===== src/design/dkc_pkg.sv =====
// dkc_pkg: shared constants and register codes for the dipole kernel coefficient block.
// No dependencies; compiled first.

package dkc_pkg;

    // spacing squared registers are unsigned Q8.8
    localparam int SP_BITS = 16;

    // configuration port geometry
    localparam int CFG_INDEX_BITS = 3;
    localparam int CFG_DATA_BITS  = 16;

    typedef enum logic [CFG_INDEX_BITS-1:0] {
        CFG_X_LAST       = 3'd0,
        CFG_Y_LAST       = 3'd1,
        CFG_Z_LAST       = 3'd2,
        CFG_X_SPACING_SQ = 3'd3,
        CFG_Y_SPACING_SQ = 3'd4,
        CFG_Z_SPACING_SQ = 3'd5,
        CFG_CLAMP_MODE   = 3'd6
    } cfg_reg_t;

    localparam logic [SP_BITS-1:0] SP_RESET = 16'd256;

endpackage


===== src/design/dkc_in_if.sv =====
// dkc_in_if: valid/ready channel carrying one voxel coordinate.
// Depends on nothing; width set by INDEX_BITS.

interface dkc_in_if #(
    parameter int INDEX_BITS = 8
);
    logic                  valid;
    logic                  ready;
    logic [INDEX_BITS-1:0] x_index;
    logic [INDEX_BITS-1:0] y_index;
    logic [INDEX_BITS-1:0] z_index;

    modport source (output valid, output x_index, output y_index, output z_index,
                    input ready);
    modport sink   (input valid, input x_index, input y_index, input z_index,
                    output ready);
endinterface


===== src/design/dkc_out_if.sv =====
// dkc_out_if: valid/ready channel carrying one dipole coefficient.
// Depends on nothing; width set by COEF_BITS.

interface dkc_out_if #(
    parameter int COEF_BITS = 17
);
    logic                        valid;
    logic                        ready;
    logic signed [COEF_BITS-1:0] coefficient;

    modport source (output valid, output coefficient, input ready);
    modport sink   (input valid, input coefficient, output ready);
endinterface


===== src/design/dkc_axis.sv =====
// dkc_axis: one axis lane, three registered steps: fold the index, square it,
// scale by the spacing squared. Depends on no package items.

module dkc_axis #(
    parameter int IW  = 8,
    parameter int SPW = 16
) (
    input  logic                   clk,
    input  logic                   en_fold,
    input  logic                   en_square,
    input  logic                   en_scale,
    input  logic [IW-1:0]          idx,
    input  logic [IW-1:0]          last,
    input  logic [SPW-1:0]         sp,
    output logic [2*IW+SPW-1:0]    k
);
    localparam int SQW = 2 * IW;
    localparam int KW  = SQW + SPW;

    logic [IW-1:0]  d_reg;
    logic [IW-1:0]  d_next;
    logic [SQW-1:0] sq_reg;
    logic [KW-1:0]  k_reg;

    // fold about the grid center; past the last index use the distance to it
    always_comb
    begin
        if ({idx, 1'b0} < {1'b0, last})
            d_next = idx;
        else if (last >= idx)
            d_next = last - idx;
        else
            d_next = idx - last;
    end

    always_ff @(posedge clk)
    begin
        if (en_fold)
            d_reg <= d_next;
        if (en_square)
            sq_reg <= {{IW{1'b0}}, d_reg} * {{IW{1'b0}}, d_reg};
        if (en_scale)
            k_reg <= {{SPW{1'b0}}, sq_reg} * {{SQW{1'b0}}, sp};
    end

    assign k = k_reg;
endmodule


===== src/design/dkc_div_cell.sv =====
// dkc_div_cell: one restoring-division cell; develops one quotient bit per
// transfer and hands remainder, divisor and partial quotient to the next cell.

module dkc_div_cell #(
    parameter int DW    = 34,
    parameter int QW    = 17,
    parameter bit FIRST = 1'b0
) (
    input  logic          clk,
    input  logic          rst_n,
    input  logic          in_valid,
    output logic          in_ready,
    input  logic [DW-1:0] r_in,
    input  logic [DW-1:0] den_in,
    input  logic [QW-1:0] q_in,
    output logic          out_valid,
    input  logic          out_ready,
    output logic [DW-1:0] r_out,
    output logic [DW-1:0] den_out,
    output logic [QW-1:0] q_out
);
    logic          valid_reg;
    logic          adv;
    logic [DW:0]   t;
    logic [DW:0]   diff;
    logic          ge;
    logic [DW-1:0] r_next;
    logic [QW-1:0] q_next;
    logic [DW-1:0] r_reg;
    logic [DW-1:0] den_reg;
    logic [QW-1:0] q_reg;

    assign adv      = !valid_reg || out_ready;
    assign in_ready = adv;

    // first cell compares the numerator as is; later cells double the remainder
    always_comb
    begin
        t      = (FIRST != 1'b0) ? {1'b0, r_in} : {r_in, 1'b0};
        diff   = t - {1'b0, den_in};
        ge     = (t >= {1'b0, den_in});
        r_next = ge ? diff[DW-1:0] : t[DW-1:0];
        q_next = {q_in[QW-2:0], ge};
    end

    always_ff @(posedge clk or negedge rst_n)
    begin
        if (!rst_n)
            valid_reg <= 1'b0;
        else if (adv)
            valid_reg <= in_valid;
    end

    always_ff @(posedge clk)
    begin
        if (adv)
        begin
            r_reg   <= r_next;
            den_reg <= den_in;
            q_reg   <= q_next;
        end
    end

    assign out_valid = valid_reg;
    assign r_out     = r_reg;
    assign den_out   = den_reg;
    assign q_out     = q_reg;
endmodule


===== src/design/dipole_kernel_coefficient_top.sv =====
// Dipole kernel coefficient generator, top level.
// Depends on dkc_pkg, dkc_in_if, dkc_out_if, dkc_axis and dkc_div_cell.

// Takes a voxel index triple per cycle while voxel.ready is high and returns
// 1/3 - kz2/(kx2+ky2+kz2) as signed Q1.FRAC_BITS (0 for a zero denominator;
// clamp mode sets near-zero results to epsilon). Stages: three lane stages
// (fold, square, scale), one summing stage, a chain of FRAC_BITS+1 division
// cells that each settle one quotient bit, and the output register. Every
// stage holds its own valid bit, so bubbles close up and new voxels keep
// entering while a result waits at the output. Configuration is taken from
// the live registers, so write it only while no voxel is in flight.

module dipole_kernel_coefficient_top #(
    parameter int INDEX_BITS = 8,
    parameter int FRAC_BITS  = 16
) (
    input  logic                              clk,
    input  logic                              rst_n,
    input  logic                              cfg_we,
    input  logic [dkc_pkg::CFG_INDEX_BITS-1:0] cfg_index,
    input  logic [dkc_pkg::CFG_DATA_BITS-1:0]  cfg_data,
    dkc_in_if.sink                            voxel,
    dkc_out_if.source                         result
);
    localparam int IW  = INDEX_BITS;
    localparam int SPW = dkc_pkg::SP_BITS;
    localparam int KW  = 2 * IW + SPW;
    localparam int DW  = KW + 2;
    localparam int QW  = FRAC_BITS + 1;
    localparam int NC  = FRAC_BITS + 1;
    localparam int CW  = FRAC_BITS + 1;
    localparam int VW  = FRAC_BITS + 2;

    localparam int THIRD_I = (2 ** FRAC_BITS) / 3;
    localparam int EPS_I   = (2 ** FRAC_BITS) / 100;
    localparam logic signed [VW-1:0] THIRD_V   = VW'(THIRD_I);
    localparam logic signed [VW-1:0] EPS_V     = VW'(EPS_I);
    localparam logic signed [VW-1:0] NEG_EPS_V = -VW'(EPS_I);
    localparam logic signed [CW-1:0] MIN_C     = CW'(THIRD_I - 2 ** FRAC_BITS);
    localparam logic signed [CW-1:0] MAX_C     = CW'(THIRD_I);

    // configuration registers
    logic [IW-1:0]  x_last_reg;
    logic [IW-1:0]  y_last_reg;
    logic [IW-1:0]  z_last_reg;
    logic [SPW-1:0] x_sp_reg;
    logic [SPW-1:0] y_sp_reg;
    logic [SPW-1:0] z_sp_reg;
    logic           clamp_reg;

    always_ff @(posedge clk or negedge rst_n)
    begin
        if (!rst_n)
        begin
            x_last_reg <= IW'(255);
            y_last_reg <= IW'(255);
            z_last_reg <= IW'(255);
            x_sp_reg   <= dkc_pkg::SP_RESET;
            y_sp_reg   <= dkc_pkg::SP_RESET;
            z_sp_reg   <= dkc_pkg::SP_RESET;
            clamp_reg  <= 1'b0;
        end
        else if (cfg_we)
        begin
            unique case (dkc_pkg::cfg_reg_t'(cfg_index))
                dkc_pkg::CFG_X_LAST:       x_last_reg <= cfg_data[IW-1:0];
                dkc_pkg::CFG_Y_LAST:       y_last_reg <= cfg_data[IW-1:0];
                dkc_pkg::CFG_Z_LAST:       z_last_reg <= cfg_data[IW-1:0];
                dkc_pkg::CFG_X_SPACING_SQ: x_sp_reg   <= cfg_data[SPW-1:0];
                dkc_pkg::CFG_Y_SPACING_SQ: y_sp_reg   <= cfg_data[SPW-1:0];
                dkc_pkg::CFG_Z_SPACING_SQ: z_sp_reg   <= cfg_data[SPW-1:0];
                dkc_pkg::CFG_CLAMP_MODE:   clamp_reg  <= cfg_data[0];
                default: ;
            endcase
        end
    end

    // front stages: fold, square, scale, sum
    logic [3:0] vld_reg;
    logic [3:0] adv;
    logic [NC:0] cv;
    logic [NC:0] crdy;

    always_comb
    begin
        adv[3] = !vld_reg[3] || crdy[0];
        adv[2] = !vld_reg[2] || adv[3];
        adv[1] = !vld_reg[1] || adv[2];
        adv[0] = !vld_reg[0] || adv[1];
    end

    assign voxel.ready = adv[0];

    always_ff @(posedge clk or negedge rst_n)
    begin
        if (!rst_n)
            vld_reg <= '0;
        else
        begin
            if (adv[0])
                vld_reg[0] <= voxel.valid;
            if (adv[1])
                vld_reg[1] <= vld_reg[0];
            if (adv[2])
                vld_reg[2] <= vld_reg[1];
            if (adv[3])
                vld_reg[3] <= vld_reg[2];
        end
    end

    logic [KW-1:0] kx;
    logic [KW-1:0] ky;
    logic [KW-1:0] kz;

    dkc_axis #(.IW(IW), .SPW(SPW)) u_axis_x (
        .clk(clk), .en_fold(adv[0]), .en_square(adv[1]), .en_scale(adv[2]),
        .idx(voxel.x_index), .last(x_last_reg), .sp(x_sp_reg), .k(kx)
    );
    dkc_axis #(.IW(IW), .SPW(SPW)) u_axis_y (
        .clk(clk), .en_fold(adv[0]), .en_square(adv[1]), .en_scale(adv[2]),
        .idx(voxel.y_index), .last(y_last_reg), .sp(y_sp_reg), .k(ky)
    );
    dkc_axis #(.IW(IW), .SPW(SPW)) u_axis_z (
        .clk(clk), .en_fold(adv[0]), .en_square(adv[1]), .en_scale(adv[2]),
        .idx(voxel.z_index), .last(z_last_reg), .sp(z_sp_reg), .k(kz)
    );

    logic [DW-1:0] den_reg;
    logic [DW-1:0] kz_reg;

    always_ff @(posedge clk)
    begin
        if (adv[3])
        begin
            den_reg <= {2'b00, kx} + {2'b00, ky} + {2'b00, kz};
            kz_reg  <= {2'b00, kz};
        end
    end

    // division chain, one quotient bit per cell
    logic [DW-1:0] cr   [0:NC];
    logic [DW-1:0] cden [0:NC];
    logic [QW-1:0] cq   [0:NC];

    assign cv[0]   = vld_reg[3];
    assign cr[0]   = kz_reg;
    assign cden[0] = den_reg;
    assign cq[0]   = '0;

    for (genvar c = 0; c < NC; c++)
    begin : g_div
        dkc_div_cell #(.DW(DW), .QW(QW), .FIRST(c == 0)) u_cell (
            .clk      (clk),
            .rst_n    (rst_n),
            .in_valid (cv[c]),
            .in_ready (crdy[c]),
            .r_in     (cr[c]),
            .den_in   (cden[c]),
            .q_in     (cq[c]),
            .out_valid(cv[c+1]),
            .out_ready(crdy[c+1]),
            .r_out    (cr[c+1]),
            .den_out  (cden[c+1]),
            .q_out    (cq[c+1])
        );
    end

    // output stage: subtract from one third, zero-denominator case, clamp
    logic                 out_valid_reg;
    logic [CW-1:0]        coef_reg;
    logic signed [VW-1:0] v;
    logic signed [VW-1:0] v_final;

    assign crdy[NC] = !out_valid_reg || result.ready;

    always_comb
    begin
        if (cden[NC] == '0)
            v = '0;
        else
            v = THIRD_V - $signed({1'b0, cq[NC]});
        if (clamp_reg && (v >= NEG_EPS_V) && (v <= EPS_V))
            v_final = EPS_V;
        else
            v_final = v;
    end

    always_ff @(posedge clk or negedge rst_n)
    begin
        if (!rst_n)
            out_valid_reg <= 1'b0;
        else if (crdy[NC])
            out_valid_reg <= cv[NC];
    end

    always_ff @(posedge clk)
    begin
        if (crdy[NC])
            coef_reg <= v_final[CW-1:0];
    end

    assign result.valid       = out_valid_reg;
    assign result.coefficient = coef_reg;

    // input stalls only when every stage holds an item and the output is blocked
    a_stall_full: assert property (@(posedge clk) disable iff (!rst_n)
        !voxel.ready |-> (&vld_reg) && (&cv[NC:1]) && out_valid_reg && !result.ready)
        else $error("input stalled while the pipeline has a free stage");

    a_accept_enters: assert property (@(posedge clk) disable iff (!rst_n)
        voxel.valid && voxel.ready |=> vld_reg[0])
        else $error("accepted voxel did not enter the fold stage");

    a_coef_range: assert property (@(posedge clk) disable iff (!rst_n)
        result.valid |-> ($signed(result.coefficient) >= MIN_C)
                      && ($signed(result.coefficient) <= MAX_C))
        else $error("coefficient outside the range of the kernel");

endmodule


===== src/flat_wrapper.sv =====
// flat-port wrapper written by rule: the top's interface ports become plain ports
module dipole_kernel_coefficient_top_flat 
#(
    parameter int INDEX_BITS = 8,
    parameter int FRAC_BITS  = 16
)
  (clk, rst_n, cfg_we, cfg_index, cfg_data, voxel_valid, voxel_x_index, voxel_y_index, voxel_z_index, voxel_ready, result_valid, result_coefficient, result_ready);
  dkc_in_if #(.INDEX_BITS(INDEX_BITS)) voxel_i ();
  dkc_out_if #(.COEF_BITS((17))) result_i ();
  input  logic clk;
  input  logic rst_n;
  input  logic cfg_we;
  input  logic [dkc_pkg::CFG_INDEX_BITS-1:0] cfg_index;
  input  logic [dkc_pkg::CFG_DATA_BITS-1:0] cfg_data;
  input wire logic [$bits(voxel_i.valid)-1:0] voxel_valid;
  input wire logic [$bits(voxel_i.x_index)-1:0] voxel_x_index;
  input wire logic [$bits(voxel_i.y_index)-1:0] voxel_y_index;
  input wire logic [$bits(voxel_i.z_index)-1:0] voxel_z_index;
  output wire logic [$bits(voxel_i.ready)-1:0] voxel_ready;
  output wire logic [$bits(result_i.valid)-1:0] result_valid;
  output wire logic [$bits(result_i.coefficient)-1:0] result_coefficient;
  input wire logic [$bits(result_i.ready)-1:0] result_ready;
  assign voxel_i.valid = voxel_valid;
  assign voxel_i.x_index = voxel_x_index;
  assign voxel_i.y_index = voxel_y_index;
  assign voxel_i.z_index = voxel_z_index;
  assign voxel_ready = voxel_i.ready;
  assign result_valid = result_i.valid;
  assign result_coefficient = result_i.coefficient;
  assign result_i.ready = result_ready;
  dipole_kernel_coefficient_top #(.INDEX_BITS(INDEX_BITS), .FRAC_BITS(FRAC_BITS)) u_core (.clk(clk), .rst_n(rst_n), .cfg_we(cfg_we), .cfg_index(cfg_index), .cfg_data(cfg_data), .voxel(voxel_i), .result(result_i));
endmodule

===== config.mk =====
export PLATFORM = sky130hd
export DESIGN_NAME = dipole_kernel_coefficient_top_flat
export DESIGN_NICKNAME = d
export VERILOG_FILES = /design/src/design/dkc_pkg.sv /design/src/design/dkc_in_if.sv /design/src/design/dkc_out_if.sv /design/src/design/dkc_axis.sv /design/src/design/dkc_div_cell.sv /design/src/design/dipole_kernel_coefficient_top.sv /design/src/flat_wrapper.sv
export SDC_FILE = /design/constraint.sdc
export NUM_CORES = 2
export LEC_CHECK = 0
export BUFFER_PORTS_ARGS = -buffer_cell sky130_fd_sc_hd__buf_2
export CAP_MARGIN = 10
export CELL_PAD_IN_SITES_DETAIL_PLACEMENT = 0
export CELL_PAD_IN_SITES_GLOBAL_PLACEMENT = 1
export CORE_ASPECT_RATIO = 2
export CORE_MARGIN = 1.5
export CORE_UTILIZATION = 40
export CTS_CLUSTER_DIAMETER = 120
export DETAILED_ROUTE_END_ITERATION = 12
export GPL_TIMING_DRIVEN = 0
export PLACE_DENSITY_LB_ADDON = 0.3
export REMOVE_ABC_BUFFERS = 1
export SKIP_CTS_REPAIR_TIMING = 1
export SKIP_LAST_GASP = 1
export SLEW_MARGIN = 15
export SYNTH_ARGS = -nofsm -noshare
export SYNTH_HDL_FRONTEND = slang
export SYNTH_SLANG_ARGS = --single-unit

===== constraint.sdc =====
create_clock -name clk -period 12.02 [get_ports clk]
set_input_delay 1.202 -clock clk [delete_from_list [all_inputs] [get_ports clk]]
set_output_delay 1.202 -clock clk [all_outputs]
set_load 0.005 [all_outputs]

Word-level counts from Yosys, hierarchy flattened
Cells that the tools add are included.
{"block": "op_classes", "n_addsub": 25, "multipliers": 6, "order_cmp": 25, "eq_ne": 6, "muxes": 23, "n_reduce_logical": 55}
{"operator": ">= comparator 35 x 34 -> 1 bit", "n": 16}
{"operator": "2-to-1 mux 34 bit", "n": 15}
{"operator": "subtractor 34 bit", "n": 15}
{"operator": "multiplier 16 x 16 -> 32 bit", "n": 3}
{"operator": "multiplier 8 x 8 -> 16 bit", "n": 3}
{"operator": "2-to-1 mux 8 bit", "n": 6}
{"operator": "subtractor 8 bit", "n": 6}
{"operator": "adder 34 x 32 -> 34 bit", "n": 1}
{"operator": ">= comparator 32 x 34 -> 1 bit", "n": 1}
{"operator": "zero test 34 bit", "n": 1}
{"operator": "subtractor 32 x 34 -> 34 bit", "n": 1}
{"operator": "adder 32 x 32 -> 33 bit", "n": 1}
{"operator": "2-to-1 mux 32 bit", "n": 1}
{"operator": "< comparator 9 x 8 -> 1 bit", "n": 3}
{"operator": ">= comparator 8 bit", "n": 3}
{"operator": "zero test 1 bit", "n": 22}
{"operator": "logical OR 1 bit", "n": 22}
{"operator": ">= comparator 18 x 11 -> 1 bit (second input constant)", "n": 1}
{"operator": "less-or-equal comparator 18 x 11 -> 1 bit (second input constant)", "n": 1}
{"operator": "2-to-1 mux 18 bit", "n": 1}
{"operator": "subtractor 15 x 17 -> 18 bit (first input constant)", "n": 1}
{"operator": "AND reduction 2 bit", "n": 7}
{"operator": "equality test 3 bit (second input constant)", "n": 3}
{"operator": "equality test 3 x 2 -> 1 bit (second input constant)", "n": 2}
{"operator": "3 further kinds", "n": 4}
{"block": "totals", "register_bits": 1621, "input_bits": 48, "wordCells": 247}

Logic depth before layout (Yosys ltp)
{"block": "depth", "word_depth": 23, "ltp_mapped": 25, "mapped_depth_nobuf": 24}

By module
Synthesis repeated with hierarchy kept, for this count alone.
{"block": "unflattened", "cells_unflattened": 12005, "area_unflattened_um2": 132148.0}
{"module": "dkc_div_cell at u_core.g_div[10].u_cell ...", "n_inst": 9, "cells_each": 419, "area_per_inst_um2": 5074.9, "seq_area_each_um2": 2577.5}
{"module": "dkc_div_cell at u_core.g_div[3].u_cell ...", "n_inst": 7, "cells_each": 448, "area_per_inst_um2": 5068.6, "seq_area_each_um2": 2577.5}
{"module": "dkc_axis at u_core.u_axis_y", "n_inst": 1, "cells_each": 1346, "area_per_inst_um2": 12590.8, "seq_area_each_um2": 1651.6}
{"module": "dkc_axis at u_core.u_axis_x", "n_inst": 1, "cells_each": 1315, "area_per_inst_um2": 12480.7, "seq_area_each_um2": 1651.6}
{"module": "dkc_axis at u_core.u_axis_z", "n_inst": 1, "cells_each": 1324, "area_per_inst_um2": 12430.7, "seq_area_each_um2": 1651.6}
{"module": "dipole_kernel_coefficient_top", "n_inst": 1, "cells_each": 660, "area_per_inst_um2": 8530.7, "seq_area_each_um2": 4478.0}
{"module": "dkc_div_cell at u_core.g_div[0].u_cell", "n_inst": 1, "cells_each": 453, "area_per_inst_um2": 4961.0, "seq_area_each_um2": 2577.5}

Least setup slack after synthesis
Ideal clock, no wire load.
{"block": "synth_path", "path_kind": "input to register", "startpoint": "in result_ready", "endpoint": "reg u_core.u_axis_x.k_reg[0] (netlist: u_core.u_axis_x.k[0]), enable pin", "t_arrival_ps": 7136, "required_time_ps": 10870, "slack_ps": 3734, "cell_stages": 10, "path_buffers": 0, "cell_sequence": "nor2b_1 nand2_1 nor2_1 and2_1 inv_1 nor3_1 and2_1 and3_1 and3_1 nand3_1"}
{"block": "synth_between", "elab_chain_cells": 20}
{"element": "start, declared", "line": "flat_wrapper.sv:22", "rtl": "input wire logic [$bits(result_i.ready)-1:0] result_ready;"}
{"element": "logical OR 1 bit", "line": "dipole_kernel_coefficient_top.sv:174", "rtl": "assign crdy[NC] = !out_valid_reg || result.ready;"}
{"element": "logical OR 1 bit", "line": "dkc_div_cell.sv:33", "rtl": "assign adv = !valid_reg || out_ready;"}
{"element": "via u_core.g_div[15].u_cell.out_ready", "line": "dkc_div_cell.sv:17", "rtl": "input logic out_ready,"}
{"element": "logical OR 1 bit (4 in series)", "line": "dkc_div_cell.sv:33"}
{"element": "via u_core.g_div[11].u_cell.out_ready", "line": "dkc_div_cell.sv:17"}
{"element": "logical OR 1 bit (12 in series)", "line": "dkc_div_cell.sv:33"}
{"element": "logical OR 1 bit", "line": "dipole_kernel_coefficient_top.sv:86", "rtl": "adv[3] = !vld_reg[3] || crdy[0];"}
{"element": "logical OR 1 bit", "line": "dipole_kernel_coefficient_top.sv:87", "rtl": "adv[2] = !vld_reg[2] || adv[3];"}
{"element": "via u_core.adv[2]", "line": "dipole_kernel_coefficient_top.sv:80", "rtl": "logic [3:0] adv;"}
{"element": "end signal, assigned", "line": "dkc_axis.sv:43", "rtl": "k_reg <= {{SPW{1'b0}}, sq_reg} * {{SQW{1'b0}}, sp};"}
{"element": "end, declared", "line": "dkc_axis.sv:23", "rtl": "logic [KW-1:0] k_reg;"}
The timed path passes the listed nets, and every way through them passes these cells.
A chain may end at the register's enable or synchronous reset.

Final worst setup path
{"block": "layout_path", "startpoint": "reg u_core.x_sp_reg[9]", "endpoint": "reg u_core.u_axis_x.k_reg[31] (netlist: u_core.u_axis_x.k[31]), data pin"}
{"block": "layout_between", "elab_chain_cells": 1}
{"element": "start, declared", "line": "dipole_kernel_coefficient_top.sv:46", "rtl": "logic [SPW-1:0] x_sp_reg;"}
{"element": "start signal, assigned", "line": "dipole_kernel_coefficient_top.sv:58", "rtl": "x_sp_reg <= dkc_pkg::SP_RESET;"}
{"element": "start signal, assigned", "line": "dipole_kernel_coefficient_top.sv:69", "rtl": "dkc_pkg::CFG_X_SPACING_SQ: x_sp_reg <= cfg_data[SPW-1:0];"}
{"element": "multiplier 16 x 16 -> 32 bit", "line": "dkc_axis.sv:43"}
No other way between the ends.

==> metrics.md <==
| Metric | Value |
|---|---|
| Cts bufs inserted | `between 150 and 200` |
| Number of global-route vias before repair | `approximately 90000` |
| Starting Density | `40.2%` |
| Post-route cell area | `between 100000 and 150000 sq um` |
| Input/output buffers | `66` |
| Post-Route WL | `around 350 mm` |
| Synth area leaders | `edfxtp_1 (38%), ha_1 (12%), fa_1 (11%), inv_1 (5.2%), xnor2_1 (3.1%)` |
| Routed wire per std cell | `around 22 um` |
| Maximum buffer depth of the clock tree | `4` |
| Slew Limit Headroom | `a little under a tenth` |
| Initial antenna violation count | `14` |
| Post-synth EDFFs | `1523` |
| Flops & latches, synth | `1618` |
| DRC | `0` |
| Cell Chain, Critical Path | `nand2_1 -> fa_1 -> inv_1 -> fa_1 -> inv_1 -> fa_1 -> inv_1 -> fa_1 -> fa_1 -> inv_1 -> fa_1 -> inv_1 -> ha_1 -> o21a_1 -> o21ai_0 -> o2bb2ai_1 -> or4b_2 -> a211oi_1 -> o311ai_0 -> nand2_1 -> o41ai_1 -> a211oi_1` |
| Die extent in y | `778 um` |
| Category of the most critical setup path | `flip-flop to flip-flop` |
| Final setup fails | `0` |
| Cell Area, Synth | `around 120000 sq um` |
| Post-route clock skew | `about 0.11 ns` |
| Final critical-path required period | `7.95 ns` |
| Max Fanout on Critical Path | `16` |
| CTS tree | `done` |
| Post-Syn Instances | `11323` |
| Die footprint | `between 300000 and 400000 sq um` |
| Final #Nets | `roughly 13000` |
| Max reg flops | `578` |
| Slew Viols, Final | `0` |
| Period utilization | `between 60% and 70%` |
| Worst setup EP type | `flip-flop` |
| DP Cell Count | `15256` |
| Routed Antenna Nets | `0` |
| CTS clk-pin slew, worst paths | `roughly 0.070 ns` |
| Starting DRT DRC Count | `a little over 3000` |
| Max-cap violation count | `0` |
| Post-place instance area | `126000 sq um` |
| Post-route non-filler standard cell count | `approximately 16000` |
| Worst slew pin tran | `between 1 and 1.5 ns` |
| Number of core rows | `~280` |
| Critical Path Max Stage Delay | `between 0.9 and 1 ns` |
| TNS Setup | `0 ns` |
| RSZ-0062 raised after global routing | `false` |
| Core area | `between 200000 and 300000 sq um` |
| Yosys warnings | `0` |
| Asr flop ratio synth | `~5.9%` |
| Slowest-stage cell, CP | `dfrtp_1` |
| Worst Path Arrival | `8.48 ns` |
| GRT overflow | `0` |
| DRT Pass-1 Iters | `8` |
| Share of cells above drive strength 1 | `7.32%` |
| Synth cell count leaders | `inv_1 (1662), edfxtp_1 (1523), ha_1 (1118)` |
| CTS sink cnt | `about 1600` |
| CP dominant cell by count | `fa_1` |
| Crit path required time | `between 10 and 15 ns` |
| Critical path startpoint category | `flip-flop` |
| Clk Latency, worst-skew pair | `approximately 0.9 ns` |
| Gr usage total | `a little under a quarter` |
| Tightest Hold Check Type | `input pin to async pin` |
| CTS root buf | `clkbuf_16` |
| Via count | `between 80000 and 90000` |
| Fillers | `between 20000 and 30000` |
| First-pass GRT wire length | `~510 mm` |
| Final Hold Vio Count | `0` |
| Largest net degree at the start of global routing | `65` |
| Detail Placement HPWL | `around 290 mm` |
| Area grow syn2layout | `9.55%` |
| Fmax | `between 100 and 150 MHz` |
| Avg Cell Area, Syn | `between 10 and 15 sq um` |
| Via density | `between 5 and 6` |
| FF/Latch Area | `between 40000 and 50000 sq um` |
| Yosys cell types | `~110` |
| H-tree Lvls | `4` |
| I/O pin count | `between 60 and 70` |
| GPL Wtd Cong | `0.967` |
| Die X-Extent | `just under 400 um` |
| Share of the synthesized area in the top cell type | `38.1%` |
| Main synth FF type | `edfxtp_1` |
| Post-synthesis sequential area ratio | `about two fifths` |
| Top-count cell post-synth | `inv_1` |
| Footprint of the multi-input gates | `between 60000 and 70000 sq um` |
| Area leader, netlist | `edfxtp_1` |
| Status | `finished clean` |
==> through the flow <==
step	setup slack [ns]	util (%)	hold WS, ns
global placement	-0.503	41.7	0.401
finish	4.07	44.0	0.244
global route	3.59	44.0	0.226
CTS	3.82	44.0	0.177
detailed placement	3.93	42.2	0.405
floorplan	3.73	-	0.400
==> cells in the final DEF, fill, tap and decap left out, drive strengths merged, types with 427 or more instances in the layout <==
| cell type | instances |
|---|---|
| ha | 1118 |
| fa | 662 |
| edfxtp | 1523 |
| nand2 | 885 |
| and2 | 432 |
| xnor2 | 427 |
| a21oi | 736 |
| o21ai | 484 |
| inv | 1672 |
| nor2 | 604 |
==> final cells by class <==
class	count	area share [%]
multi-input cells	7837	49.5
flip-flops and latches	1618	36.6
inverters	1665	4.77
well taps	4004	3.81
clock buffers	202	3.35
repair buffers	132	1.13
clock inverters	96	0.782
diodes	34	0.0647
==> critical path: cells and delay by family, from the launching register on <==
| kind | cells | cell delay [ns] |
|---|---|---|
| simple gates | 3 | 1.02 |
| fa+ha+maj | 7 | 3.42 |
| flops | 1 | 0.94 |
| compound gates | 7 | 1.95 |
| buf+inv | 5 | 0.26 |
==> cells by family after synthesis <==
| kind of cell | after synthesis | synth area share [%] |
|---|---|---|
| multiplexers | 312 | 2.97 |
| AO/OA/AOI/OAI | 2337 | 12.5 |
| AND/OR/NAND/NOR | 2745 | 11.1 |
| XOR/XNOR | 632 | 4.61 |
| buffers and inverters | 1897 | 6.06 |
| flip-flops | 1618 | 40.1 |
| other | 2 | 0.00625 |
| adder cells (fa/ha/maj) | 1780 | 22.7 |
==> metal layers <==
layer	vias to the layer above	share of wire, %	global-route usage [%]
met5	-	0.0035	0
met4	2	12	22.6
met3	947	2.0	1.91
met2	1417	61	49.4
met1	40567	26	15.0
li1	39394	-	-
==> final timing paths <==
| check | from | end | slack (ns) | cells past startpoint |
|---|---|---|---|---|
| max | u_core.x_sp_reg[9] | u_core.u_axis_x.k[31] | 4.07 | 22 |
| min | rst_n | u_core.g_div[13].u_cell.out_valid | 0.24 | 1 |
| max reg2reg | u_core.x_sp_reg[9] | u_core.u_axis_x.k[31] | 4.07 | 22 |
| min reg2reg | u_core.g_div[5].u_cell.den_out[28] | u_core.g_div[6].u_cell.den_out[28] | 0.38 | 0 |
| max in group asynchronous | rst_n | u_core.z_last_reg[2] | 10.92 | 2 |
| min in group clk | u_core.g_div[5].u_cell.den_out[28] | u_core.g_div[6].u_cell.den_out[28] | 0.38 | 0 |
Power is left out: the tool's default activity adds up to more than one toggle a clock period on the data nets, which glitch-free logic cannot reach.
